--- config.mk ---
export PLATFORM = sky130hd
export DESIGN_NAME = ducking_gain_slew_limiter_core
export DESIGN_NICKNAME = d
export VERILOG_FILES = /design/src/rtl/dgsl_pkg.sv /design/src/rtl/dgsl_ctrl.sv /design/src/rtl/dgsl_dp.sv /design/src/rtl/ducking_gain_slew_limiter_core.sv
export SDC_FILE = /design/constraint.sdc
export NUM_CORES = 1
export LEC_CHECK = 0
export BUFFER_PORTS_ARGS = -buffer_cell sky130_fd_sc_hd__buf_4
export CAP_MARGIN = 20
export CORE_MARGIN = 2
export CORE_UTILIZATION = 60
export DETAILED_ROUTE_END_ITERATION = 7
export PLACE_DENSITY = 0.79
export SLEW_MARGIN = 10
export SYNTH_ARGS = -nofsm -noshare
export SYNTH_HDL_FRONTEND = slang
export SYNTH_SLANG_ARGS = --single-unit
--- constraint.sdc ---
create_clock -name clk_i -period 12.78 [get_ports clk_i]
set_clock_uncertainty 0.2 [all_clocks]
set_input_delay 1.278 -clock clk_i [delete_from_list [all_inputs] [get_ports clk_i]]
set_output_delay 1.278 -clock clk_i [all_outputs]
set_load 0.05 [all_outputs]
--- src/rtl/dgsl_pkg.sv ---
package dgsl_pkg;

  // Gain format: Q1.GAIN_FRAC_BITS, unity is 2^GAIN_FRAC_BITS
  localparam int unsigned GAIN_FRAC_BITS = 15;
  localparam int unsigned GAIN_W         = 16;
  localparam int unsigned SWING_W        = GAIN_FRAC_BITS + 1;
  // quotient bits kept by the divider; anything wider saturates anyway
  localparam int unsigned QUO_W          = GAIN_FRAC_BITS + 2;
  localparam int unsigned DIV_CNT_W      = $clog2(QUO_W);

  localparam logic [GAIN_W-1:0] UNITY = GAIN_W'(1 << GAIN_FRAC_BITS);

  // config register map
  localparam int unsigned CFG_IDX_W = 2;
  typedef enum logic [CFG_IDX_W-1:0] {
    CFG_DUCK_FLOOR   = 2'd0,
    CFG_ATTACK_TIME  = 2'd1,
    CFG_RELEASE_TIME = 2'd2
  } cfg_idx_e;

  localparam logic [GAIN_W-1:0] FLOOR_RST   = 16'd8192;
  localparam logic [31:0]       ATTACK_RST  = 32'd100000;
  localparam logic [31:0]       RELEASE_RST = 32'd500000;

  typedef enum logic [4:0] {
    S_IDLE = 5'b00001,
    S_MUL  = 5'b00010,
    S_CHK  = 5'b00100,
    S_DIV  = 5'b01000,
    S_UPD  = 5'b10000
  } state_e;

  // controller -> datapath
  typedef struct packed {
    logic load_in;   // capture dt / duration / trigger
    logic mul;       // swing * dt into product register
    logic chk;       // overflow check, seed divider
    logic div_step;  // one restoring-division bit
    logic upd;       // gain update, load output register
  } dp_cmd_t;

  // datapath -> controller
  typedef struct packed {
    logic ovf;       // quotient saturates, divider can be skipped
  } dp_sts_t;

endpackage

--- src/rtl/dgsl_ctrl.sv ---
module dgsl_ctrl (
  input  logic              clk_i,
  input  logic              rst_ni,
  input  logic              in_valid_i,
  output logic              in_stall_o,
  output logic              out_valid_o,
  input  logic              out_stall_i,
  input  dgsl_pkg::dp_sts_t sts_i,
  output dgsl_pkg::dp_cmd_t cmd_o
);
  import dgsl_pkg::*;

  state_e               state_q, state_d;
  logic [DIV_CNT_W-1:0] cnt_q, cnt_d;
  logic                 out_valid_q, out_valid_d;
  logic                 in_xfer, upd_go;

  assign in_stall_o  = (state_q != S_IDLE);
  assign in_xfer     = in_valid_i && !in_stall_o;
  // output register must be free (or draining this cycle) before update
  assign upd_go      = (state_q == S_UPD) && !(out_valid_q && out_stall_i);
  assign out_valid_o = out_valid_q;

  always_comb begin
    state_d       = state_q;
    cnt_d         = cnt_q;
    cmd_o         = '0;
    cmd_o.load_in = in_xfer;
    out_valid_d   = out_valid_q && out_stall_i;
    case (state_q)
      S_IDLE: begin
        if (in_xfer) begin
          state_d = S_MUL;
        end
      end
      S_MUL: begin
        cmd_o.mul = 1'b1;
        state_d   = S_CHK;
      end
      S_CHK: begin
        cmd_o.chk = 1'b1;
        cnt_d     = DIV_CNT_W'(QUO_W - 1);
        state_d   = sts_i.ovf ? S_UPD : S_DIV;
      end
      S_DIV: begin
        cmd_o.div_step = 1'b1;
        cnt_d          = cnt_q - 1'b1;
        if (cnt_q == '0) begin
          state_d = S_UPD;
        end
      end
      S_UPD: begin
        if (upd_go) begin
          cmd_o.upd   = 1'b1;
          out_valid_d = 1'b1;
          state_d     = S_IDLE;
        end
      end
      default: begin
        state_d = S_IDLE;
      end
    endcase
  end

  always_ff @(posedge clk_i or negedge rst_ni) begin
    if (!rst_ni) begin
      state_q     <= S_IDLE;
      cnt_q       <= '0;
      out_valid_q <= 1'b0;
    end else begin
      state_q     <= state_d;
      cnt_q       <= cnt_d;
      out_valid_q <= out_valid_d;
    end
  end

endmodule

--- src/rtl/dgsl_dp.sv ---
module dgsl_dp #(
  parameter int unsigned TIME_BITS = 24
) (
  input  logic                              clk_i,
  input  logic                              rst_ni,
  // config writes
  input  logic                              cfg_we_i,
  input  logic [dgsl_pkg::CFG_IDX_W-1:0]    cfg_index_i,
  input  logic [TIME_BITS-1:0]              cfg_data_i,
  // input payload
  input  logic signed [TIME_BITS:0]         elapsed_us_i,
  input  logic                              duck_active_i,
  // control
  input  dgsl_pkg::dp_cmd_t                 cmd_i,
  output dgsl_pkg::dp_sts_t                 sts_o,
  output logic [dgsl_pkg::GAIN_W-1:0]       duck_gain_o
);
  import dgsl_pkg::*;

  localparam int unsigned TB   = TIME_BITS;
  localparam int unsigned NB   = SWING_W + TB;   // product width
  localparam int unsigned HI_W = NB - QUO_W;     // product bits above quotient window

  // config registers
  logic [GAIN_W-1:0] floor_q;
  logic [TB-1:0]     attack_q, release_q;

  // per-item working registers
  logic              active_q;
  logic [TB-1:0]     dt_q, dur_q;
  logic [NB-1:0]     prod_q;
  logic              ovf_q;
  logic [TB-1:0]     rem_q;
  logic [QUO_W-1:0]  low_q, quo_q;
  logic [GAIN_W-1:0] gain_q, gain_d;
  logic [GAIN_W-1:0] out_q;

  logic [GAIN_W-1:0]  fl, target, step, diff;
  logic [SWING_W-1:0] swing;
  logic [TB-1:0]      dur_sel;
  logic               ovf_d;
  logic [TB:0]        rem_sh;
  logic               rem_ge;

  always_ff @(posedge clk_i or negedge rst_ni) begin
    if (!rst_ni) begin
      floor_q   <= FLOOR_RST;
      attack_q  <= TB'(ATTACK_RST);
      release_q <= TB'(RELEASE_RST);
    end else if (cfg_we_i) begin
      case (cfg_index_i)
        CFG_DUCK_FLOOR:   floor_q   <= cfg_data_i[GAIN_W-1:0];
        CFG_ATTACK_TIME:  attack_q  <= cfg_data_i;
        CFG_RELEASE_TIME: release_q <= cfg_data_i;
        default: ;
      endcase
    end
  end

  assign fl     = (floor_q > UNITY) ? UNITY : floor_q;
  assign swing  = SWING_W'(UNITY - fl);
  assign target = active_q ? fl : UNITY;

  assign dur_sel = duck_active_i ? attack_q : release_q;

  // saturation test: quotient needs more than QUO_W bits
  assign ovf_d = {{(TB-HI_W){1'b0}}, prod_q[NB-1:QUO_W]} >= dur_q;

  // one restoring-division bit
  assign rem_sh = {rem_q, low_q[QUO_W-1]};
  assign rem_ge = rem_sh >= {1'b0, dur_q};

  always_comb begin
    if (ovf_q || (quo_q > QUO_W'(UNITY))) begin
      step = UNITY;
    end else begin
      step = quo_q[GAIN_W-1:0];
    end
    diff = (target >= gain_q) ? (target - gain_q) : (gain_q - target);
    if (diff <= step) begin
      gain_d = target;
    end else if (target > gain_q) begin
      gain_d = gain_q + step;
    end else begin
      gain_d = gain_q - step;
    end
    if (gain_d > UNITY) begin
      gain_d = UNITY;
    end
    if (gain_d < fl) begin
      gain_d = fl;
    end
  end

  always_ff @(posedge clk_i or negedge rst_ni) begin
    if (!rst_ni) begin
      gain_q <= UNITY;
    end else if (cmd_i.upd) begin
      gain_q <= gain_d;
    end
  end

  always_ff @(posedge clk_i) begin
    if (cmd_i.load_in) begin
      active_q <= duck_active_i;
      dt_q     <= elapsed_us_i[TB] ? '0 : elapsed_us_i[TB-1:0];
      dur_q    <= (dur_sel == '0) ? TB'(1) : dur_sel;
    end
    if (cmd_i.mul) begin
      prod_q <= {{TB{1'b0}}, swing} * {{SWING_W{1'b0}}, dt_q};
    end
    if (cmd_i.chk) begin
      ovf_q <= ovf_d;
      rem_q <= {{(TB-HI_W){1'b0}}, prod_q[NB-1:QUO_W]};
      low_q <= prod_q[QUO_W-1:0];
      quo_q <= '0;
    end
    if (cmd_i.div_step) begin
      rem_q <= rem_ge ? TB'(rem_sh - {1'b0, dur_q}) : rem_sh[TB-1:0];
      low_q <= {low_q[QUO_W-2:0], 1'b0};
      quo_q <= {quo_q[QUO_W-2:0], rem_ge};
    end
    if (cmd_i.upd) begin
      out_q <= gain_d;
    end
  end

  assign sts_o.ovf   = ovf_d;
  assign duck_gain_o = out_q;

endmodule

--- src/rtl/ducking_gain_slew_limiter_core.sv ---
// Channel  Direction  Handshake               Payload
// in       sink       in_valid_i / in_stall_o elapsed_us_i, duck_active_i
// out      source     out_valid_o/out_stall_i duck_gain_o
// cfg      sink       cfg_valid_i/cfg_ready_o cfg_index_i, cfg_data_i
//
// An item passes from transfer to the next free input slot through the transfer,
// one multiply, one saturation check, 17 restoring-division steps and one update.
// When the quotient saturates the divider is skipped. The division loop yields
// one quotient bit per cycle.
// Reset (rst_ni low, async) restores gain to unity and all config registers.
// A stalled result holds in the output register while the next item computes;
// the update waits only if that register is still occupied.
module ducking_gain_slew_limiter_core #(
  parameter int unsigned TIME_BITS = 24
) (
  input  logic                                clk_i,
  input  logic                                rst_ni,
  // tick input
  input  logic                                in_valid_i,
  output logic                                in_stall_o,
  input  logic signed [TIME_BITS:0]           elapsed_us_i,
  input  logic                                duck_active_i,
  // gain output
  output logic                                out_valid_o,
  input  logic                                out_stall_i,
  output logic [dgsl_pkg::GAIN_W-1:0]         duck_gain_o,
  // config write port
  input  logic                                cfg_valid_i,
  output logic                                cfg_ready_o,
  input  logic [dgsl_pkg::CFG_IDX_W-1:0]      cfg_index_i,
  input  logic [TIME_BITS-1:0]                cfg_data_i
);
  import dgsl_pkg::*;

  dp_cmd_t cmd;
  dp_sts_t sts;

  // Config writes are always accepted; out-of-range indexes are dropped
  // inside the datapath.
  assign cfg_ready_o = 1'b1;

  // Sequencer: idle -> multiply -> check -> divide x17 -> update; divide is skipped on saturation.
  dgsl_ctrl u_ctrl (
    .clk_i       (clk_i),
    .rst_ni      (rst_ni),
    .in_valid_i  (in_valid_i),
    .in_stall_o  (in_stall_o),
    .out_valid_o (out_valid_o),
    .out_stall_i (out_stall_i),
    .sts_i       (sts),
    .cmd_o       (cmd)
  );

  // Datapath: config registers, step = swing*dt/dur, gain register, output reg.
  dgsl_dp #(
    .TIME_BITS (TIME_BITS)
  ) u_dp (
    .clk_i         (clk_i),
    .rst_ni        (rst_ni),
    .cfg_we_i      (cfg_valid_i && cfg_ready_o),
    .cfg_index_i   (cfg_index_i),
    .cfg_data_i    (cfg_data_i),
    .elapsed_us_i  (elapsed_us_i),
    .duck_active_i (duck_active_i),
    .cmd_i         (cmd),
    .sts_o         (sts),
    .duck_gain_o   (duck_gain_o)
  );

endmodule

==> impl_summary.txt <==
----------------------------------------------------
[Timing]
  Slew Limit Fails ... 0
  Setup repair after global routing missed its margin ... no
  Fin crit period ... 10.66 ns
  Normalized max-slew margin ... 19.6%
  Number of endpoints with negative hold slack in the final report ... 0
  Fin crit share ... 83.4%
  Slew at the pin with the worst max-slew slack ... 1.21 ns
  Fmax achieved ... 93.8 MHz
  Setup TNS ... 0 ns
  Number of failing setup endpoints in the final timing report ... 0

[Yosys]
  Post-synthesis average cell area ... 9.72 µm²
  Share of the yosys chip area belonging to registers ... 25.7%
  Number of enable-type register cells in the synthesized netlist ... 163
  Summed instance area of the synthesized netlist ... 28,000 µm²
  Share of flip-flops with an asynchronous set or reset after synthesis ... 35.7%
  Cell count after synthesis ... 2,883
  Prevailing post-synth register cell ... edfxtp_1
  Flip-flop and latch count after synthesis ... 255
  Mapped Nets ... 3,490
  Number of distinct library cells after synthesis ... 91
  Warning count from the yosys run ... 0

[Setup path]
  Depth of the worst register-to-register path ... 37
  Required time reported for the critical path endpoint ... 13.04 ns
  Setup crit start kind ... flop
  Critical path endpoint category ... flop
  Worst setup path category ... flop to flop
  Biggest fanout along the worst timing path ... 27
  Worst R2R Start ... u_dp.floor_q[7]
  Data arrival time of the critical path ... 10.92 ns
  Crit Reg-Reg Endpoint ... u_dp.gain_q[4]
  Cell repeated most along the worst path ... nor2_1
  Destination of the critical timing path ... u_dp.gain_q[4]
  Slowest stage cell, crit path ... nor2_2
  Startpoint of the most critical setup path ... u_dp.floor_q[7]
  Maximum single-stage delay on the critical path ... 0.86 ns
  Setup slack on the worst flop-to-flop path ... 2.12 ns

[Floorplan]
  Full die area ... 48,400 µm²
  Initial core utilization ... 60.4%
  IO Pins ... 76
  Core box area ... 46,400 µm²
  Site Rows ... 79
  Chip Height ... 220 µm
  Die width ... 220 µm

[Drt]
  DR vias/cell ... 6.04
  1st-pass router iterations ... 6
  1st-iter DRT viols ... 1,613
  Total wire length after detailed routing ... 73,100 µm
  Final ANT Viol Nets ... 0
  Post-detailed-route wirelength per cell ... 20.7 µm
  DRC violation count after routing ... 0
  Via count ... 21,321

[Global route]
  Total GRT Usage ... 31.3%
  Pin count of the biggest net entering global routing ... 80
  Global route overflow ... 0
  Via count of the first global-routing pass ... 22,053
  Global-route wire length before repair ... 118,000 µm
  Initial antenna violation count ... 1

[Finish]
  Commonest cells after routing, fill and taps aside ... 434 x inv_1, 349 x nand2_1, 310 x fa_1, 240 x ha_1, 163 x edfxtp_1
  Area Growth Syn to Fin ... 7.46%
  Fraction of final layout cells with drive strength greater than 1 ... 10.5%
  Antenna Diode Count ... 0
  Total of fill cells in the finished design ... 3,626
  Commonest non-fill, non-tap cell in the layout ... inv_1
  Layout Nets ... 3,505

[CTS]
  Number of clock buffers inserted by TritonCTS ... 29
  Number of buffers inserted for hold repair after clock tree synthesis ... 0
  H-tree level count ... 1
  Clock buffer depth ... 3
  Clock insertion delay at the later pin of the skew report ... 0.58 ns
  Register clock-pin slew on the reported worst setup and hold paths ... 0.06 ns
  Post_cts resized ... 0
  Buffers inserted by post-CTS timing repair ... 0
  Number of sinks on the clock net ... 255
  Cell at the root of the clock tree ... clkbuf_16
  TritonCTS clock tree ... built

[Status]
  Run status ... finished, final reports clean

[Place]
  Global placement routability congestion ... 0.973
  Total of buffers placed on input and output ports ... 74
  DPL Wire Length ... 56,000 µm

[Run]
  # Max-Cap Violations ... 0

[Worst hold path]
  Kind of path behind the tightest hold check ... flop to flop
  Cell depth of the worst min-delay path ... 1

----------------------------------------------------
cell type report:
class / count / area, µm² / share of cell area, %
Timing Repair Buffer: 102 / 790 / 2.62
Tap cell: 607 / 759 / 2.52
Multi-Input combinational cell: 2074 / 18700 / 62.2
Clock inverter: 14 / 109 / 0.362
Sequential cell: 255 / 7210 / 24.0
Inverter: 436 / 1640 / 5.44
Clock buffer: 40 / 861 / 2.86
state kept, by name, indices dropped and copies added (netlist names):
name,flops
u_dp.duck_gain_o,16
u_ctrl.state_q,5
u_dp.dt_q,24
u_dp.dur_q,24
u_dp.quo_q,17
u_dp.rem_q,24
u_ctrl.cnt_q,5
u_ctrl.out_valid_o,1
u_dp.floor_q,16
u_dp.low_q,17
u_dp.ovf_q,1
u_dp.active_q,1
u_dp.release_q,24
u_dp.attack_q,24
u_dp.gain_q,16
u_dp.prod_q,40
stage by stage:
step                      instances  hold slack, ns  instance area [µm²]  utilization, %  setup slack (ns)
final                          3528           0.293                30100            64.9              2.12
after global routing           3528           0.313                30100            64.9              1.37
after CTS                      3527           0.302                30100            64.9              2.31
after detailed placement       3473           0.277                29100            62.8              2.33
after global placement         3472           0.254                29100            62.8              2.56
after floorplan                2883           0.242                28000               -              3.80
cells by family (layout without fill, tap and decap cells):
logic type,after synthesis,after routing,share of synthesized area [%]
AOI/OAI and AO/OA,433,433,10.5
xor gates and xnor gates,90,90,2.81
adders and majority gates,550,550,32.9
buffers and inverters,554,592,7.58
DFF,255,255,25.7
muxes,138,138,5.41
other,1,1,0.0134
and+or+nand+nor,862,862,15.1
synth_stat cells, types with 16 or more instances:
master,n,area [µm²]
a21o_1,52,390
a21oi_1,109,546
a22o_1,18,158
and2_1,153,957
clkbuf_1,105,394
dfrtp_1,75,1880
dfstp_2,16,420
edfxtp_1,163,4890
fa_1,310,6210
ha_1,240,3000
inv_1,435,1630
mux2_2,104,1170
mux2i_1,33,330
nand2_1,349,1310
nand2b_1,17,106
nand3_1,32,160
nand4_1,24,150
nor2_1,126,473
nor2b_1,57,357
nor3_1,30,150
o21a_1,16,120
o21ai_0,88,440
or3_1,17,106
xnor2_1,52,455
xor2_1,38,333
worst min-delay path by stage:
stage	start	to
floorplan	u_dp.prod_q[0]	u_dp.low_q[0]
global placement	u_dp.prod_q[0]	u_dp.low_q[0]
detailed placement	u_dp.prod_q[0]	u_dp.low_q[0]
CTS	u_dp.attack_q[2]	u_dp.attack_q[2]
global route	u_dp.attack_q[0]	u_dp.attack_q[0]
finish	u_dp.prod_q[0]	u_dp.low_q[0]
layer usage:
layer	vias to the layer above	wire length [µm]	global-route usage, %
met4	2	2210	9.87
met5	-	13	0
met1	10596	30200	42.0
met3	172	6270	5.42
li1	9573	-	-
met2	978	34400	51.8
worst max-delay path: cells and delay by family (launching register included):
| family | cells | cell delay (ns) |
|---|---|---|
| AO/OA/AOI/OAI | 15 | 3.82 |
| adder cells (fa/ha/maj) | 3 | 0.74 |
| buffers and inverters | 2 | 0.38 |
| flip-flops | 1 | 0.54 |
| multiplexers | 4 | 1.19 |
| AND/OR/NAND/NOR | 13 | 3.65 |
Power is not shown: default switching activity piles up to over one toggle a cycle in this logic, so the estimate is an artifact.
